**src/pfb_pkg.sv**
```systemverilog
// ----------------------------------------------------------------------------
// pfb_pkg
// Shared constants, request codes, control/status structs and helpers of the
// page framebuffer draw engine.
// ----------------------------------------------------------------------------
package pfb_pkg;

    localparam int SCREEN_COLUMNS = 128;
    localparam int SCREEN_PAGES   = 8;
    localparam int ROWS_PER_PAGE  = 8;
    localparam int STORE_BYTES    = SCREEN_COLUMNS * SCREEN_PAGES;

    localparam int COL_IDX_W  = $clog2(SCREEN_COLUMNS);
    localparam int PAGE_IDX_W = (SCREEN_PAGES > 1) ? $clog2(SCREEN_PAGES) : 1;
    localparam int ADDR_W     = $clog2(STORE_BYTES);

    localparam int S_TDATA_W = 56;
    localparam int S_TUSER_W = 3;
    localparam int M_TDATA_W = 8;
    localparam int M_TUSER_W = 1;

    localparam logic [7:0] FULL_BYTE = 8'hFF;

    typedef enum logic [2:0] {
        REQ_CLEAR  = 3'd0,
        REQ_INVERT = 3'd1,
        REQ_HLINE  = 3'd2,
        REQ_VLINE  = 3'd3,
        REQ_WRITE  = 3'd4,
        REQ_READ   = 3'd5
    } req_t;

    typedef struct packed {
        logic load;     // capture a new request
        logic mem_rd;   // read the byte at the current position
        logic mem_wr;   // write the new byte at the current position
        logic step;     // advance column / page counters
        logic clr_wr;   // write zero during the power-up sweep
        logic out_load; // capture the result into the output register
    } pfb_cmd_t;

    typedef struct packed {
        logic skip;      // rejected or empty range
        logic need_read; // read-modify-write or read request
        logic is_read;
        logic last;      // current byte is the last of the block
        logic clr_last;  // sweep at the last address
    } pfb_status_t;

    function automatic logic [7:0] row_mask(input logic [2:0] lo, input logic [2:0] hi);
        logic [7:0] m;
        if (lo > hi)
        begin
            m = 8'h00;
        end
        else
        begin
            m = (FULL_BYTE >> (3'd7 - hi)) & (FULL_BYTE << lo);
        end
        return m;
    endfunction

endpackage

```
**src/pfb_ctrl.sv**
```systemverilog
// ----------------------------------------------------------------------------
// pfb_ctrl
// Controller: power-up sweep, request sequencing and the output handshake.
// ----------------------------------------------------------------------------
module pfb_ctrl (
    input  logic                clk,
    input  logic                rst_n,
    input  logic                s_axis_tvalid,
    output logic                s_axis_tready,
    output logic                m_axis_tvalid,
    input  logic                m_axis_tready,
    input  pfb_pkg::pfb_status_t status,
    output pfb_pkg::pfb_cmd_t    cmd
);
    import pfb_pkg::*;

    typedef enum logic [2:0] {
        ST_CLEAR,
        ST_IDLE,
        ST_DECIDE,
        ST_READ,
        ST_WRITE,
        ST_FINISH
    } state_t;

    state_t state_reg, state_next;
    logic   out_valid_reg, out_valid_next;
    logic   out_free;

    assign out_free      = !out_valid_reg || m_axis_tready;
    assign s_axis_tready = (state_reg == ST_IDLE);
    assign m_axis_tvalid = out_valid_reg;

    always_comb
    begin
        cmd        = '0;
        state_next = state_reg;
        unique case (state_reg)
            ST_CLEAR:
            begin
                cmd.clr_wr = 1'b1;
                if (status.clr_last)
                begin
                    state_next = ST_IDLE;
                end
            end
            ST_IDLE:
            begin
                if (s_axis_tvalid)
                begin
                    cmd.load   = 1'b1;
                    state_next = ST_DECIDE;
                end
            end
            ST_DECIDE:
            begin
                priority if (status.skip)
                begin
                    state_next = ST_FINISH;
                end
                else if (status.need_read)
                begin
                    state_next = ST_READ;
                end
                else
                begin
                    state_next = ST_WRITE;
                end
            end
            ST_READ:
            begin
                cmd.mem_rd = 1'b1;
                state_next = status.is_read ? ST_FINISH : ST_WRITE;
            end
            ST_WRITE:
            begin
                cmd.mem_wr = 1'b1;
                cmd.step   = 1'b1;
                priority if (status.last)
                begin
                    state_next = ST_FINISH;
                end
                else if (status.need_read)
                begin
                    state_next = ST_READ;
                end
                else
                begin
                    state_next = ST_WRITE;
                end
            end
            ST_FINISH:
            begin
                if (out_free)
                begin
                    cmd.out_load = 1'b1;
                    state_next   = ST_IDLE;
                end
            end
            default:
            begin
                state_next = ST_IDLE;
            end
        endcase
    end

    always_comb
    begin
        out_valid_next = out_valid_reg;
        if (cmd.out_load)
        begin
            out_valid_next = 1'b1;
        end
        else if (m_axis_tready)
        begin
            out_valid_next = 1'b0;
        end
    end

    always_ff @(posedge clk or negedge rst_n)
    begin
        if (!rst_n)
        begin
            state_reg     <= ST_CLEAR;
            out_valid_reg <= 1'b0;
        end
        else
        begin
            state_reg     <= state_next;
            out_valid_reg <= out_valid_next;
        end
    end

endmodule

```
**config.mk**
```make
export PLATFORM = sky130hd
export DESIGN_NAME = pfb_ctrl
export DESIGN_NICKNAME = d
export VERILOG_FILES = /design/src/pfb_pkg.sv /design/src/pfb_ctrl.sv
export SDC_FILE = /design/constraint.sdc
export NUM_CORES = 1
export LEC_CHECK = 0
export BUFFER_PORTS_ARGS = -buffer_cell sky130_fd_sc_hd__buf_2
export CAP_MARGIN = 0
export CORE_AREA = 5 5 42 44
export DETAILED_ROUTE_END_ITERATION = 10
export DIE_AREA = 0 0 47 49
export PLACE_DENSITY = 0.49
export SYNTH_ARGS = -nofsm -noshare
export SYNTH_HDL_FRONTEND = slang
export SYNTH_SLANG_ARGS = --single-unit
```
**constraint.sdc**
```tcl
create_clock -name clk -period 4.4 [get_ports clk]
set_clock_uncertainty 0.2 [all_clocks]
set_input_delay 1.1 -clock clk [delete_from_list [all_inputs] [get_ports clk]]
set_output_delay 1.1 -clock clk [all_outputs]
set_load 0.01 [all_outputs]
```
==> impl_metrics.env <==
export IMPL_wl_met1_um=348
export IMPL_critPathCaptureType="primary output"
export IMPL_grt_pass1_vias=323
export IMPL_yosysMostFrequentCell="dfrtp_1"
export IMPL_holdCritPathClass="reg -> reg"
export IMPL_hold_viol=0
export IMPL_netlist_area_um2=315
export IMPL_period_minus_slack_ns=2.90
export IMPL_synthesis_nets=43
export IMPL_regToRegSetupSlack_ns=2.97
export IMPL_avgViaCountPerCell=4.71
export IMPL_path_max_fanout=3
export IMPL_clkTransAtPathRegs_ns=0.04
export IMPL_drv_cap=0
export IMPL_drc=0
export IMPL_drt_iter0_drc=1
export IMPL_clk_path_buf_depth=2
export IMPL_crit_path_end="cmd[0]"
export IMPL_met3_length_um=25
export IMPL_io_buffer_count=16
export IMPL_synth_area_leaders="dfrtp_1, o32ai_2, buf_4"
export IMPL_dieHeight_um=49
export IMPL_synth_edf_count=0
export IMPL_rsz0062_at_grt="false"
export IMPL_ys_seq_area_share_pct=31.7
export IMPL_cts_tree="yes"
export IMPL_maxSlewHeadroom_pct=77.0
export IMPL_max_clock_freq_ghz=0.344
export IMPL_wl_um=782
export IMPL_max_slew_worst_pin_slew_ns=0.345
export IMPL_htree_levels=1
export IMPL_critPathRequiredTime_ns=3.10
export IMPL_wl_met2_um=409
export IMPL_async_flop_share_pct=100
export IMPL_grt_pass1_wl_mm=1.45
export IMPL_post_place_ws_ns=1.49
export IMPL_post_cts_setup_buffers=0
export IMPL_ctsHoldBuffers=0
export IMPL_syn2layout_area_growth_pct=29.0
export IMPL_finalCritPeriodShare_pct=66.0
export IMPL_synth_cells=34
export IMPL_core_um2=1400
export IMPL_vdd_drop_max_v=0.000284
export IMPL_num_vias=306
export IMPL_cts_buffers=3
export IMPL_r2r_end="state_reg[0]$_DFFE_PN0P_"
export IMPL_synth_top_area_share_pct=31.7
export IMPL_start_util_pct=22.5
export IMPL_grt_use_total_pct=8.41
export IMPL_power_leakage_nw=0.200
export IMPL_worst_ep_arrival_time_ns=1.60
export IMPL_grt_overflow_total=0
export IMPL_placed_area_um2=384
export IMPL_cts_root_buffer="clkbuf_4"
export IMPL_clock_sinks=4
export IMPL_num_nets_final=60
export IMPL_wire_per_inst_um=12.0
export IMPL_grt_max_degree=13
export IMPL_setup_viol=0
export IMPL_insertion_delay_ns=0.23
export IMPL_ys_flop_type="dfrtp_1"
export IMPL_die_width_um=47
export IMPL_status="complete, no violations"
export IMPL_drtPass1Iterations=2
export IMPL_worstSetupStartpoint="m_axis_tready"
export IMPL_setup_tns_final_ns=0
export IMPL_reg2reg_from="state_reg[0]$_DFFE_PN0P_"
export IMPL_setup_worst_path_start_class="input port"
export IMPL_post_cts_resize_count=0
export IMPL_yosys_area_top_type="dfrtp_1"
export IMPL_avgSynthCellArea_um2=9.27
export IMPL_antennaDiodeCount=0
export IMPL_dieArea_um2=2300
export IMPL_fin_util_pct=29.0
export IMPL_yosysUniqueCellTypes=26
export IMPL_drive_gt1_share_pct=51.0
export IMPL_largest_reg_flops=3
export IMPL_worst_slack_ns=1.50
export IMPL_highest_layer="met3"
export IMPL_criticalPathCategory="in -> out"
export IMPL_antenna_found_initial=0
export IMPL_std_cell_rows=14
export IMPL_p_per_area_nw_per_um2=642
export IMPL_yosys_warnings=0
export IMPL_detailed_place_hpwl_um=595
export IMPL_io_pins=17
export IMPL_detail_route_antenna_nets=0
export IMPL_rr_worst_depth=3
export IMPL_synth_seq_cells=4
export IMPL_finalMaxSlewViolations=0
export IMPL_place_gp_congestion=0.715
export IMPL_fin_area_um2=407
[cells by family (layout without fill, tap and decap cells)]
| group | Yosys count | in the layout | synth area share [%] |
|---|---|---|---|
| AO/OA/AOI/OAI | 9 | 9 | 23.0 |
| buffers and inverters | 6 | 21 | 12.3 |
| flip-flops | 4 | 4 | 31.7 |
| AND/OR/NAND/NOR | 15 | 15 | 32.9 |
[worst min-delay path by stage]
stage	cells after the start	startpoint	to	slack, ns
5_1_grt	1	rst_n	state_reg[2]$_DFFE_PN0P_	0.46
6_report	2	state_reg[2]$_DFFE_PN0P_	state_reg[2]$_DFFE_PN0P_	0.46
3_3_place_gp	2	state_reg[2]$_DFFE_PN0P_	state_reg[2]$_DFFE_PN0P_	0.46
3_5_place_dp	2	state_reg[2]$_DFFE_PN0P_	state_reg[2]$_DFFE_PN0P_	0.46
4_1_cts	1	rst_n	state_reg[2]$_DFFE_PN0P_	0.46
2_1_floorplan	2	state_reg[0]$_DFFE_PN0P_	state_reg[0]$_DFFE_PN0P_	0.38
[critical path: stages]
cell and delay [ns]:
buf_2 0.09, nor2b_1 0.20, nor2_1 0.07, buf_2 0.14
[cells in the final DEF, fill, tap and decap left out]
cell type,instances
a211oi_1,1
nor3_1,2
nand2b_1,2
nand3_1,1
a21oi_1,1
o211ai_2,1
nor3b_1,1
o21ai_0,2
o22a_1,1
and2_4,1
nor2b_1,1
and3_1,1
inv_1,1
inv_2,1
buf_2,16
a31oi_1,1
o32ai_2,1
nor2_1,2
and4bb_2,1
or3b_1,1
clkbuf_4,3
nor3b_2,1
or3_1,1
o22ai_1,1
dfrtp_1,4
[report_power, final]
| group | internal (mW) | switching (mW) | total (mW) |
|---|---|---|---|
| Combinational | 0.0665 | 0.0630 | 0.129 |
| Sequential | 0.0530 | 0.0342 | 0.0871 |
| Clock | 0.0304 | 0.0139 | 0.0443 |
| Total | 0.150 | 0.111 | 0.261 |
[metal layers]
layer	global-route usage (%)	vias up
met2	11.5	6
met4	1.38	0
met3	4.80	0
li1	-	155
met5	0	-
met1	11.6	145
[cell type report]
class                      count  area, um^2
fill                         165         995
multi-input combinational     24         176
sequential                     4         100
timing repair buffer          16        80.1
clock buffer                   3        22.5
tap                           16        20.0
inverter                       2        7.51
[per-stage QoR]
step                      cells  total power, mW  hold WS (ns)
after floorplan              34            0.188         0.376
after global routing         65            0.292         0.459
final                        65            0.261         0.464
after CTS                    65            0.266         0.460
after global placement       62            0.219         0.457
after detailed placement     62            0.219         0.464
No activity file was read; power rests on OpenSTA's default activity.
